## src/hw/rtl/gms_pkg.sv

```systemverilog
// Types, codes and reset values shared by the gripper mode sequencer.
`timescale 1ns / 1ps

package gms_pkg;

   localparam logic [1:0] KIND_MODE   = 2'd0;
   localparam logic [1:0] KIND_TICK   = 2'd1;
   localparam logic [1:0] KIND_CAMERA = 2'd2;

   localparam logic [7:0] MODE_INIT        = 8'd6;
   localparam logic [7:0] MODE_READY       = 8'd7;
   localparam logic [7:0] MODE_PICK_UP     = 8'd8;
   localparam logic [7:0] MODE_PICK_MIDDLE = 8'd9;
   localparam logic [7:0] MODE_PICK_DOWN   = 8'd10;
   localparam logic [7:0] MODE_HOLD        = 8'd11;
   localparam logic [7:0] MODE_SHOOT       = 8'd13;

   localparam logic [1:0] HEIGHT_UP     = 2'd0;
   localparam logic [1:0] HEIGHT_MIDDLE = 2'd1;
   localparam logic [1:0] HEIGHT_DOWN   = 2'd2;

   localparam logic [2:0] PHASE_RAMP_UP   = 3'd0;
   localparam logic [2:0] PHASE_RELEASE   = 3'd1;
   localparam logic [2:0] PHASE_WAIT      = 3'd2;
   localparam logic [2:0] PHASE_RAMP_DOWN = 3'd3;
   localparam logic [2:0] PHASE_DONE      = 3'd4;

   localparam logic [2:0] CSR_RAMP_STEP    = 3'd0;
   localparam logic [2:0] CSR_PEAK_ANGLE   = 3'd1;
   localparam logic [2:0] CSR_RELEASE_ANGLE = 3'd2;
   localparam logic [2:0] CSR_WAIT_TICKS   = 3'd3;
   localparam logic [2:0] CSR_UP_READY     = 3'd4;
   localparam logic [2:0] CSR_LOW_READY    = 3'd5;

   typedef struct packed {
      logic [3:0]  ramp_step;
      logic [8:0]  hold_peak_angle;
      logic [8:0]  hold_release_angle;
      logic [15:0] hold_wait_ticks;
      logic [8:0]  up_ready_angle;
      logic [8:0]  low_ready_angle;
   } cfg_type;

   typedef struct packed {
      logic [1:0] kind;
      logic [7:0] mode_code;
      logic [8:0] camera_angle;
   } req_type;

   typedef struct packed {
      logic [7:0]  active_mode;
      logic [8:0]  grip_angle;
      logic [8:0]  camera_angle;
      logic        cylinder_bit;
      logic        hand_bit;
      logic [2:0]  phase_reg;
      logic [15:0] wait_counter;
      logic [1:0]  pick_height;
   } state_type;

   typedef struct packed {
      logic [8:0] grip_angle;
      logic [8:0] camera_servo;
      logic       cylinder_extend;
      logic       hand_close;
      logic [2:0] hold_phase;
   } result_type;

   localparam cfg_type CFG_RESET = '{
      ramp_step:          4'd2,
      hold_peak_angle:    9'd217,
      hold_release_angle: 9'd200,
      hold_wait_ticks:    16'd200,
      up_ready_angle:     9'd45,
      low_ready_angle:    9'd90
   };

   localparam state_type STATE_RESET = '{
      active_mode:  8'd0,
      grip_angle:   9'd0,
      camera_angle: 9'd0,
      cylinder_bit: 1'b0,
      hand_bit:     1'b0,
      phase_reg:    PHASE_RAMP_UP,
      wait_counter: 16'd0,
      pick_height:  HEIGHT_DOWN
   };

endpackage

```

## src/hw/rtl/gms_if.sv

```systemverilog
// Valid/ready channel interfaces for request, response and register write words.
`timescale 1ns / 1ps

interface gms_req_if;
   logic       valid;
   logic       ready;
   logic [1:0] kind;
   logic [7:0] mode_code;
   logic [8:0] camera_angle;

   modport source (output valid, kind, mode_code, camera_angle, input ready);
   modport sink (input valid, kind, mode_code, camera_angle, output ready);
endinterface

interface gms_rsp_if;
   logic       valid;
   logic       ready;
   logic [8:0] grip_angle;
   logic [8:0] camera_servo;
   logic       cylinder_extend;
   logic       hand_close;
   logic [2:0] hold_phase;

   modport source (output valid, grip_angle, camera_servo, cylinder_extend, hand_close,
                   hold_phase, input ready);
   modport sink (input valid, grip_angle, camera_servo, cylinder_extend, hand_close,
                 hold_phase, output ready);
endinterface

interface gms_csr_if;
   logic        valid;
   logic        ready;
   logic [2:0]  index;
   logic [15:0] data;

   modport source (output valid, index, data, input ready);
   modport sink (input valid, index, data, output ready);
endinterface

```

## src/hw/rtl/gms_csr.sv

```systemverilog
// Configuration register file of the gripper mode sequencer.
`timescale 1ns / 1ps

module gms_csr (
   input  logic             clock,
   input  logic             reset,
   gms_csr_if.sink          csr_if,
   output gms_pkg::cfg_type cfg
);
   import gms_pkg::*;

   cfg_type cfg_ff;

   assign csr_if.ready = 1'b1;
   assign cfg = cfg_ff;

   always_ff @(posedge clock) begin
      if (reset) begin
         cfg_ff <= CFG_RESET;
      end else if (csr_if.valid && csr_if.ready) begin
         case (csr_if.index)
            CSR_RAMP_STEP:     cfg_ff.ramp_step          <= csr_if.data[3:0];
            CSR_PEAK_ANGLE:    cfg_ff.hold_peak_angle    <= csr_if.data[8:0];
            CSR_RELEASE_ANGLE: cfg_ff.hold_release_angle <= csr_if.data[8:0];
            CSR_WAIT_TICKS:    cfg_ff.hold_wait_ticks    <= csr_if.data;
            CSR_UP_READY:      cfg_ff.up_ready_angle     <= csr_if.data[8:0];
            CSR_LOW_READY:     cfg_ff.low_ready_angle    <= csr_if.data[8:0];
            default: begin
            end
         endcase
      end
   end

endmodule

```

## src/hw/rtl/gms_step.sv

```systemverilog
// Next-state logic for one request word: mode changes, hold sequence, camera writes.
`timescale 1ns / 1ps

module gms_step (
   input  gms_pkg::cfg_type   cfg,
   input  gms_pkg::state_type state,
   input  gms_pkg::req_type   req_word,
   output gms_pkg::state_type state_next
);
   import gms_pkg::*;

   function automatic logic [8:0] ready_angle(input logic [1:0] height, input cfg_type c);
      return (height == HEIGHT_UP) ? c.up_ready_angle : c.low_ready_angle;
   endfunction

   function automatic state_type hold_step(input state_type s, input cfg_type c);
      state_type   r;
      logic [9:0]  up_sum;
      logic [9:0]  rel_sum;
      logic [15:0] wc;
      r       = s;
      up_sum  = {1'b0, s.grip_angle} + {6'd0, c.ramp_step};
      rel_sum = {1'b0, c.hold_release_angle} + {6'd0, c.ramp_step};
      wc      = s.wait_counter + 16'd1;
      case (s.phase_reg)
         PHASE_RAMP_UP: begin
            if (s.grip_angle >= c.hold_peak_angle) begin
               r.phase_reg = PHASE_RELEASE;
            end else if (up_sum <= {1'b0, c.hold_peak_angle}) begin
               r.grip_angle = up_sum[8:0];
            end else begin
               r.grip_angle = c.hold_peak_angle;
            end
         end
         PHASE_RELEASE: begin
            r.cylinder_bit = 1'b0;
            r.wait_counter = 16'd0;
            r.phase_reg    = PHASE_WAIT;
         end
         PHASE_WAIT: begin
            r.wait_counter = wc;
            if (wc >= c.hold_wait_ticks) begin
               r.phase_reg = PHASE_RAMP_DOWN;
            end
         end
         PHASE_RAMP_DOWN: begin
            if (s.grip_angle <= c.hold_release_angle) begin
               r.phase_reg = PHASE_DONE;
            end else if ({1'b0, s.grip_angle} >= rel_sum) begin
               r.grip_angle = s.grip_angle - {5'd0, c.ramp_step};
            end else begin
               r.grip_angle = c.hold_release_angle;
            end
         end
         default: begin
            r.grip_angle   = c.hold_release_angle;
            r.cylinder_bit = 1'b0;
         end
      endcase
      return r;
   endfunction

   logic      mode_entry;
   state_type hold_in;
   state_type hold_out;

   always_comb begin
      mode_entry = (req_word.kind == KIND_MODE) && (req_word.mode_code != state.active_mode);
      hold_in    = state;
      if (mode_entry) begin
         hold_in.phase_reg = PHASE_RAMP_UP;
      end
      hold_out   = hold_step(hold_in, cfg);
      state_next = state;
      case (req_word.kind)
         KIND_MODE: begin
            if (mode_entry) begin
               state_next.active_mode = req_word.mode_code;
               state_next.phase_reg   = PHASE_RAMP_UP;
               if (req_word.mode_code == MODE_HOLD) begin
                  state_next             = hold_out;
                  state_next.active_mode = req_word.mode_code;
               end else begin
                  state_next.grip_angle   = 9'd0;
                  state_next.cylinder_bit = 1'b0;
                  state_next.hand_bit     = 1'b0;
                  case (req_word.mode_code)
                     MODE_READY: begin
                        state_next.grip_angle   = ready_angle(state.pick_height, cfg);
                        state_next.cylinder_bit = 1'b1;
                     end
                     MODE_PICK_UP: begin
                        state_next.pick_height  = HEIGHT_UP;
                        state_next.grip_angle   = ready_angle(HEIGHT_UP, cfg);
                        state_next.cylinder_bit = 1'b1;
                        state_next.hand_bit     = 1'b1;
                     end
                     MODE_PICK_MIDDLE: begin
                        state_next.pick_height  = HEIGHT_MIDDLE;
                        state_next.grip_angle   = ready_angle(HEIGHT_MIDDLE, cfg);
                        state_next.cylinder_bit = 1'b1;
                        state_next.hand_bit     = 1'b1;
                     end
                     MODE_PICK_DOWN: begin
                        state_next.pick_height  = HEIGHT_DOWN;
                        state_next.grip_angle   = ready_angle(HEIGHT_DOWN, cfg);
                        state_next.cylinder_bit = 1'b1;
                        state_next.hand_bit     = 1'b1;
                     end
                     MODE_SHOOT: begin
                        state_next.cylinder_bit = 1'b1;
                        state_next.hand_bit     = 1'b1;
                     end
                     default: begin
                     end
                  endcase
               end
            end
         end
         KIND_TICK: begin
            if (state.active_mode == MODE_HOLD) begin
               state_next = hold_out;
            end
         end
         KIND_CAMERA: begin
            state_next.camera_angle = req_word.camera_angle;
         end
         default: begin
         end
      endcase
   end

endmodule

```

## src/hw/rtl/gripper_mode_sequencer_top.sv

```systemverilog
// Gripper mode sequencer top level: request register, state, response register.
//
// Channels: req_if carries request words (kind, mode_code, camera_angle);
// rsp_if returns one snapshot word per request (grip_angle, camera_servo,
// cylinder_extend, hand_close, hold_phase); csr_if writes the six
// configuration registers by index and is always ready.
// Pipeline: a request word accepted by req_if is registered in the request
// register, its state update and response are computed from that register,
// and the response register takes them once it is empty or draining.
// Throughput: one request word per cycle while rsp_if.ready is high; the
// combinational state update between the two registers sets this rate.
// Stall: while rsp_if.ready is low the response register holds its word;
// one more request word is taken into the request register, then req_if
// ready drops until the response drains.
// Reset: synchronous, active high; clears both registers' valid flags,
// the mode state (pick height returns to down) and loads register defaults.
// The user must write configuration only with no request words in flight; not enforced.
`timescale 1ns / 1ps

module gripper_mode_sequencer_top (
   input  logic     clock,
   input  logic     reset,
   gms_req_if.sink   req_if,
   gms_rsp_if.source rsp_if,
   gms_csr_if.sink   csr_if
);
   import gms_pkg::*;

   cfg_type    cfg;
   req_type    req_ff;
   logic       req_valid_ff;
   state_type  state_ff;
   state_type  state_in;
   result_type rsp_ff;
   result_type rsp_in;
   logic       rsp_valid_ff;
   logic       advance;

   gms_csr u_csr (
      .clock  (clock),
      .reset  (reset),
      .csr_if (csr_if),
      .cfg    (cfg)
   );

   gms_step u_step (
      .cfg        (cfg),
      .state      (state_ff),
      .req_word   (req_ff),
      .state_next (state_in)
   );

   assign advance      = req_valid_ff && (!rsp_valid_ff || rsp_if.ready);
   assign req_if.ready = !req_valid_ff || advance;

   assign rsp_in.grip_angle      = state_in.grip_angle;
   assign rsp_in.camera_servo    = state_in.camera_angle;
   assign rsp_in.cylinder_extend = state_in.cylinder_bit;
   assign rsp_in.hand_close      = state_in.hand_bit;
   assign rsp_in.hold_phase      = state_in.phase_reg;

   always_ff @(posedge clock) begin
      if (reset) begin
         req_valid_ff <= 1'b0;
         rsp_valid_ff <= 1'b0;
         state_ff     <= STATE_RESET;
      end else begin
         if (req_if.ready) begin
            req_valid_ff <= req_if.valid;
         end
         if (advance) begin
            state_ff     <= state_in;
            rsp_valid_ff <= 1'b1;
         end else if (rsp_if.ready) begin
            rsp_valid_ff <= 1'b0;
         end
      end
   end

   // hold payload until the next transfer
   always_ff @(posedge clock) begin
      if (req_if.valid && req_if.ready) begin
         req_ff.kind         <= req_if.kind;
         req_ff.mode_code    <= req_if.mode_code;
         req_ff.camera_angle <= req_if.camera_angle;
      end
      if (advance) begin
         rsp_ff <= rsp_in;
      end
   end

   assign rsp_if.valid           = rsp_valid_ff;
   assign rsp_if.grip_angle      = rsp_ff.grip_angle;
   assign rsp_if.camera_servo    = rsp_ff.camera_servo;
   assign rsp_if.cylinder_extend = rsp_ff.cylinder_extend;
   assign rsp_if.hand_close      = rsp_ff.hand_close;
   assign rsp_if.hold_phase      = rsp_ff.hold_phase;

`ifndef ASSERT_OFF
   a_phase_range: assert property (@(posedge clock) disable iff (reset)
      state_ff.phase_reg <= PHASE_DONE)
      else $error("hold phase out of range");

   a_advance_fills_rsp: assert property (@(posedge clock) disable iff (reset)
      advance |=> rsp_valid_ff)
      else $error("response word lost after advance");

   a_ready_when_empty: assert property (@(posedge clock) disable iff (reset)
      !rsp_valid_ff |-> req_if.ready)
      else $error("request stalled with empty response register");

   a_tick_outside_hold: assert property (@(posedge clock) disable iff (reset)
      (advance && req_ff.kind == KIND_TICK && state_ff.active_mode != MODE_HOLD)
      |=> $stable(state_ff))
      else $error("tick outside hold changed state");

   a_stall_holds_state: assert property (@(posedge clock) disable iff (reset)
      !advance |=> $stable(state_ff))
      else $error("state changed without an accepted word");
`endif

endmodule
```

## src/flat_wrapper.sv

```systemverilog
// flat-port wrapper written by rule: the top's interface ports become plain ports
module gripper_mode_sequencer_top_flat import gms_pkg::*;
  (clock, reset, req_if_valid, req_if_kind, req_if_mode_code, req_if_camera_angle, req_if_ready, rsp_if_valid, rsp_if_grip_angle, rsp_if_camera_servo, rsp_if_cylinder_extend, rsp_if_hand_close, rsp_if_hold_phase, rsp_if_ready, csr_if_valid, csr_if_index, csr_if_data, csr_if_ready);
  gms_req_if req_if_i ();
  gms_rsp_if rsp_if_i ();
  gms_csr_if csr_if_i ();
  input  logic clock;
  input  logic reset;
  input wire logic [$bits(req_if_i.valid)-1:0] req_if_valid;
  input wire logic [$bits(req_if_i.kind)-1:0] req_if_kind;
  input wire logic [$bits(req_if_i.mode_code)-1:0] req_if_mode_code;
  input wire logic [$bits(req_if_i.camera_angle)-1:0] req_if_camera_angle;
  output wire logic [$bits(req_if_i.ready)-1:0] req_if_ready;
  output wire logic [$bits(rsp_if_i.valid)-1:0] rsp_if_valid;
  output wire logic [$bits(rsp_if_i.grip_angle)-1:0] rsp_if_grip_angle;
  output wire logic [$bits(rsp_if_i.camera_servo)-1:0] rsp_if_camera_servo;
  output wire logic [$bits(rsp_if_i.cylinder_extend)-1:0] rsp_if_cylinder_extend;
  output wire logic [$bits(rsp_if_i.hand_close)-1:0] rsp_if_hand_close;
  output wire logic [$bits(rsp_if_i.hold_phase)-1:0] rsp_if_hold_phase;
  input wire logic [$bits(rsp_if_i.ready)-1:0] rsp_if_ready;
  input wire logic [$bits(csr_if_i.valid)-1:0] csr_if_valid;
  input wire logic [$bits(csr_if_i.index)-1:0] csr_if_index;
  input wire logic [$bits(csr_if_i.data)-1:0] csr_if_data;
  output wire logic [$bits(csr_if_i.ready)-1:0] csr_if_ready;
  assign req_if_i.valid = req_if_valid;
  assign req_if_i.kind = req_if_kind;
  assign req_if_i.mode_code = req_if_mode_code;
  assign req_if_i.camera_angle = req_if_camera_angle;
  assign req_if_ready = req_if_i.ready;
  assign rsp_if_valid = rsp_if_i.valid;
  assign rsp_if_grip_angle = rsp_if_i.grip_angle;
  assign rsp_if_camera_servo = rsp_if_i.camera_servo;
  assign rsp_if_cylinder_extend = rsp_if_i.cylinder_extend;
  assign rsp_if_hand_close = rsp_if_i.hand_close;
  assign rsp_if_hold_phase = rsp_if_i.hold_phase;
  assign rsp_if_i.ready = rsp_if_ready;
  assign csr_if_i.valid = csr_if_valid;
  assign csr_if_i.index = csr_if_index;
  assign csr_if_i.data = csr_if_data;
  assign csr_if_ready = csr_if_i.ready;
  gripper_mode_sequencer_top u_core (.clock(clock), .reset(reset), .req_if(req_if_i), .rsp_if(rsp_if_i), .csr_if(csr_if_i));
endmodule
```

## config.mk

```make
export PLATFORM = sky130hd
export DESIGN_NAME = gripper_mode_sequencer_top_flat
export DESIGN_NICKNAME = d
export VERILOG_FILES = /design/src/hw/rtl/gms_pkg.sv /design/src/hw/rtl/gms_if.sv /design/src/hw/rtl/gms_csr.sv /design/src/hw/rtl/gms_step.sv /design/src/hw/rtl/gripper_mode_sequencer_top.sv /design/src/flat_wrapper.sv
export SDC_FILE = /design/constraint.sdc
export NUM_CORES = 1
export LEC_CHECK = 0
export ABC_AREA = 1
export BUFFER_PORTS_ARGS = -buffer_cell sky130_fd_sc_hd__buf_2
export CAP_MARGIN = 40
export CORE_MARGIN = 5
export CORE_UTILIZATION = 60
export CTS_CLUSTER_DIAMETER = 60
export DETAILED_ROUTE_END_ITERATION = 6
export PLACE_DENSITY = 0.79
export SLEW_MARGIN = 20
export SYNTH_ARGS = -nofsm -noshare
export SYNTH_HDL_FRONTEND = slang
export SYNTH_HIERARCHICAL = 1
export SYNTH_SLANG_ARGS = --single-unit
export TNS_END_PERCENT = 5
```

## constraint.sdc

```tcl
create_clock -name clock -period 4.4 [get_ports clock]
set_input_delay 0.22 -clock clock [delete_from_list [all_inputs] [get_ports clock]]
set_output_delay 0.22 -clock clock [all_outputs]
set_load 0.01 [all_outputs]
```

-- After elaboration in Yosys (flattened, before gate mapping)
Cells that the tools add are included.
- bits in registers: 149
- bits in latches: 0
- memory bits (writable): 0
- ROM bits: 0
- input port bits: 43
- output and inout bits: 26
- word-level logic and storage cells: 112
- memories: 0
- $add $sub $neg: 4
- multipliers: 0
- divide/modulo/power cells: 0
- order comparisons: 5
- equal/unequal tests: 21
- shift-type cells: 0
- muxes and demuxes: 28
- bitwise operators: 2
- reductions and logical operators: 28
- operators by type and width (operator ; number):
    9-bit one-hot mux with 3 select lines ; 3
    9-bit two-way mux ; 6
    49-bit two-way mux ; 1
    8-bit by 4-bit == test with 1-bit output (second input constant) ; 6
    23-bit one-hot mux with 2 select lines ; 1
    41-bit two-way mux ; 1
    17-bit one-hot mux with 2 select lines ; 1
    16-bit one-hot mux with 2 select lines ; 1
    9-bit by 4-bit adder with 10-bit output ; 2
    19-bit two-way mux ; 1
    16-bit by 1-bit adder with 16-bit output (second input constant) ; 1
    16-bit greater-or-equal comparator ; 1
    3-bit by 2-bit == test with 1-bit output (second input constant) ; 4
    3-bit two-way mux ; 4
    3-bit one-hot mux with 4 select lines ; 1
    2-bit AND reduction ; 6
    9-bit by 10-bit greater-or-equal comparator with 1-bit output ; 1
    10-bit by 9-bit less-or-equal comparator with 1-bit output ; 1
    9-bit greater-or-equal comparator ; 1
    9-bit less-or-equal comparator ; 1
    9-bit by 4-bit subtractor with 9-bit output ; 1
    8-bit by 3-bit == test with 1-bit output (second input constant) ; 1
    8-bit inequality test ; 1
    3-bit by 1-bit == test with 1-bit output (second input constant) ; 2
    other kinds (23) ; 39

-- Logic depth before layout (Yosys ltp)
- depth after elaboration: 9
- depth in mapped cells: 31
- depth with buffers taken out: 31

-- Modules after synthesis
Netlist, hierarchy kept.
- modules (own cells, without submodules) (module ; instances ; cells each ; area an instance (um2) ; seq. area each (um2)):
    gms_step ; 1 ; 889 ; 4817.1 ; 0.0
    gripper_mode_sequencer_top ; 1 ; 373 ; 3518.4 ; 2282.2
    gms_csr ; 1 ; 319 ; 2227.1 ; 1121.1

-- Worst setup path after synthesis
Ideal clock, no wire load.
- path kind: register to register
- start: reg u_core.u_csr.cfg_ff (netlist bit u_core/u_csr/cfg[52])
- end: reg u_core/state_ff[33] (netlist bit)
- library setup time: 0.115 ns
- arrival time: 3.138 ns
- required time: 4.285 ns
- path slack: 1.147 ns
- stages on the path, launching flop included: 32
- path buffers: 0
- period minus slack after synthesis: 3.253 ns
- path through: dfxtp_1 ha_1 inv_1 fa_1 inv_1 nand2_1 nand2_1 a21oi_1 nor2_1 inv_1 nor2_1 xor2_1 inv_1 ha_1 nand2_1 inv_1 nand2_1 nand2_1 nand2_1 nand2_1 nand2_1 nand2_1 nand3_1 nand4_1 nand2_1 nand2_1 nand2_1 nand2_1 inv_1 nand3_1 nand2_1 nor2_1
- RTL lines (item ; line ; RTL):
    start, declared ; gms_csr.sv:12 ; cfg_type cfg_ff;
    end signal, assigned ; gripper_mode_sequencer_top.sv:72 ; state_ff <= state_in;
    end, declared ; gripper_mode_sequencer_top.sv:32 ; state_type state_ff;

==> impl_metrics.tcl <==
set metrics [dict create \
    antenna_cells 0 \
    ys.flop_type "dfxtp_1" \
    period_share_pct 92.9 \
    post_cts_buffers 0 \
    grt_start_max_net_pins 61 \
    setup_viol 0 \
    hold_path_class "input port to register" \
    synth_most_common_cell "nand2_1" \
    fin_skew_ns 0.0143 \
    ant_nets 0 \
    power.switching_mw 1.20 \
    hold_buffers 20 \
    drt_pass1_iterations 7 \
    critical_path.startpoint "u_core/state_ff[32]" \
    numCtsBuffers 17 \
    start_util_pct 61.1 \
    nNetsFinal 1754 \
    vias 10600 \
    r2r-end "u_core/state_ff[37]" \
    final-hold-violation-count 0 \
    p_comb_share_pct 19.8 \
    overflow 0 \
    path_delay_family "simple AND/OR/NAND/NOR gates" \
    tightest_slew_ns 0.849 \
    rows 48 \
    ioPinCount 69 \
    dieArea_um2 20400 \
    clkPwrFrac_pct 38.3 \
    cp_max_fo 12 \
    endpoint_kind "register" \
    cp_num_cells 27 \
    clock.fmax_mhz 245 \
    gp_congestion 1.00 \
    power_frac_seq_pct 41.9 \
    status "finished, violations left" \
    syn_area_per_cell_um2 6.68 \
    synth_top_area_share_pct 20.3 \
    rr_worst_depth 27 \
    clock_latency_ns 0.43 \
    maxSlewHeadroom_pct 43.0 \
    via_per_inst 5.61 \
    syn-cell-area_um2 10600 \
    fillerInstances 1509 \
    intPower_mw 2.52 \
    reg2reg_slack_ns 0.31 \
    violations "DRC" \
    synth_edf_count 42 \
    clk_pin_slew_worst_paths_ns 0.07 \
    drt-initial-drc-count 1029 \
    synthTopCellsByArea "dfxtp_1 (20%), nand2_1 (15%), edfxtp_1 (12%), nand3_1 (8.2%), inv_1 (7.9%)" \
    multiInputGateArea_um2 5930 \
    synth_largest_area_cell "dfxtp_1" \
    cp-start-kind "register" \
    critical-path-slowest-cell "dfxtp_1" \
    async_flop_share_pct 0 \
    drive_gt1_share_pct 10.1 \
    syn_to_final_growth_pct 11.5 \
    slew_violations 0 \
    path_common_cell "nand2_1" \
    grt_pass1_vias 9633 \
    yosysWarnings 6 \
    swShare_pct 32.4 \
    cts_tree "yes" \
    cp.required_ns 4.75 \
    track_usage_pct 28.5 \
    postRouteWirelength_um 29200 \
    seq_area_frac_synth_pct 32.2 \
    fp.coreArea_um2 17300 \
    cts_sinks 149 \
    power.density_nw_per_um2 316 \
    path_class "register to register" \
    avgRoutedWirePerCell_um 15.5 \
    clockBufferDepth 2 \
    setup_tns_ns 0 \
    seq_area_um2 3400 \
    antenna_found_initial 0 \
    cp.arrival_ns 4.44 \
    drc_errors 4 \
    ys_ff_latch 149 \
    reg2reg_from "u_core/state_ff[32]" \
    crit_buf_inv 4 \
    cellLeakagePower_nw 5.63 \
    grt_pass1_wl_um 47000 \
    cts_resized 0 \
    hpwl_um 21100 \
    rsz0062_at_grt "false" \
    syn-num-nets 1692 \
    maxCapViolCount 0 \
    netlist_instances 1581 \
    port_buffers 67 \
    p_total_mw 3.72 \
    die_w_um 143 \
    fin_util_pct 68.1 \
    synth_common_cells "nand2_1 (412), inv_1 (222), nand3_1 (174)" \
    clock-root-buffer "clkbuf_16" \
    die_h_um 143 \
    htree_levels 4 \
    crit_path_max_incr_delay_ns 0.51 \
    ir_drop_mv 0.337 \
    synth_cell_types 52 \
    period_needed_ns 4.09 \
    crit_end "u_core/state_ff[37]" \
]
[placed cells by master (no fill, tap or decap), types with 4 or more instances in the layout]
| master | Yosys | layout |
|---|---|---|
| nand2_1 | 412 | 412 |
| inv_1 | 222 | 222 |
| nand3_1 | 174 | 174 |
| nor2_1 | 163 | 163 |
| dfxtp_1 | 107 | 106 |
| a21oi_1 | 104 | 104 |
| buf_2 | 35 | 67 |
| ha_1 | 65 | 65 |
| o21ai_0 | 50 | 50 |
| edfxtp_1 | 42 | 42 |
| xor2_1 | 24 | 24 |
| dlygate4sd3_1 | 0 | 20 |
| clkbuf_16 | 0 | 17 |
| o21ai_1 | 16 | 16 |
| buf_4 | 6 | 14 |
| nand4_1 | 14 | 14 |
| o211ai_1 | 14 | 14 |
| inv_2 | 12 | 12 |
| a22oi_1 | 11 | 11 |
| nor3_1 | 10 | 10 |
| mux2_2 | 9 | 9 |
| o22ai_1 | 8 | 8 |
| nor2_2 | 7 | 7 |
| xnor2_1 | 7 | 7 |
| inv_6 | 0 | 5 |
| nand2_2 | 5 | 5 |
| inv_8 | 0 | 4 |
| nand3b_1 | 4 | 4 |
| nor4_1 | 4 | 4 |
| o21a_1 | 4 | 4 |
[routing by layer]
layer	vias up	wire (um)	track usage (%)
met1	4766	12500	39.1
li1	5221	-	-
met3	58	2590	4.22
met5	-	0	0
met4	0	798	10.8
met2	510	13200	45.7
[power groups by stage]
stage / clock network [mW] / registers [mW] / logic (mW)
global placement: 0 / 1.59 / 0.673
CTS: 1.44 / 1.56 / 0.714
finish: 1.42 / 1.56 / 0.736
global route: 1.50 / 1.57 / 0.828
detailed placement: 0 / 1.59 / 0.694
floorplan: 0 / 1.57 / 0.527
[how the worst min path moves through the flow]
stage / startpoint / end / slack [ns] / cells past startpoint
2_1_floorplan: reset / u_core/req_valid_ff / 0.29 / 1
3_3_place_gp: req_if_mode_code[7] / u_core/req_ff[16] / 0.40 / 1
3_5_place_dp: req_if_mode_code[1] / u_core/req_ff[10] / 0.40 / 1
4_1_cts: csr_if_data[5] / u_core/u_csr/cfg[14] / 0.02 / 3
5_1_grt: csr_if_data[5] / u_core/u_csr/cfg[14] / 0.02 / 3
6_report: csr_if_data[5] / u_core/u_csr/cfg[14] / 0.03 / 3
[area by class of cell]
type | count | area share (%)
clock inverters | 15 | 1.35
flip-flops and latches | 149 | 28.9
inverters | 235 | 7.49
multi-input cells | 1135 | 50.3
repair buffers | 105 | 5.97
clock buffers | 17 | 3.61
well taps | 225 | 2.39
[kinds of logic after synthesis]
logic type	count (synthesis)	share of synthesized area [%]
compound gates	219	11.6
simple gates	807	32.7
mux	9	0.960
flops	149	32.2
other cells	1	0.0355
fa+ha+maj	68	8.27
xor+xnor	31	2.57
buf+inv	297	11.7
[registers in the layout, summed over array words and instances, names as in the netlist]
register	cells
u_core/u_csr/cfg	56
u_core/rsp_if.grip_angle	9
u_core/state_ff	49
u_core/rsp_if.hold_phase	3
u_core/req_valid_ff	1
u_core/rsp_if.hand_close	1
u_core/rsp_if.cylinder_extend	1
u_core/rsp_if.camera_servo	9
u_core/req_ff	19
u_core/rsp_if.valid	1
[through the flow]
step	instances	hold slack (ns)	setup WS, ns	cell area, um^2
after detailed placement	1827	0.398	0.446	11000
after CTS	1879	0.0156	0.410	11800
after global placement	1825	0.396	0.469	10900
after floorplan	1581	0.289	1.15	10600
final	1881	0.0305	0.313	11800
after global routing	1881	0.0164	0.0369	11800
[tightest hold or removal path: stages]
cell and delay (ns):
buf_2 0.10, nand2_1 0.05, nand3_1 0.05
Note: power is estimated with default switching activity, not from simulation.
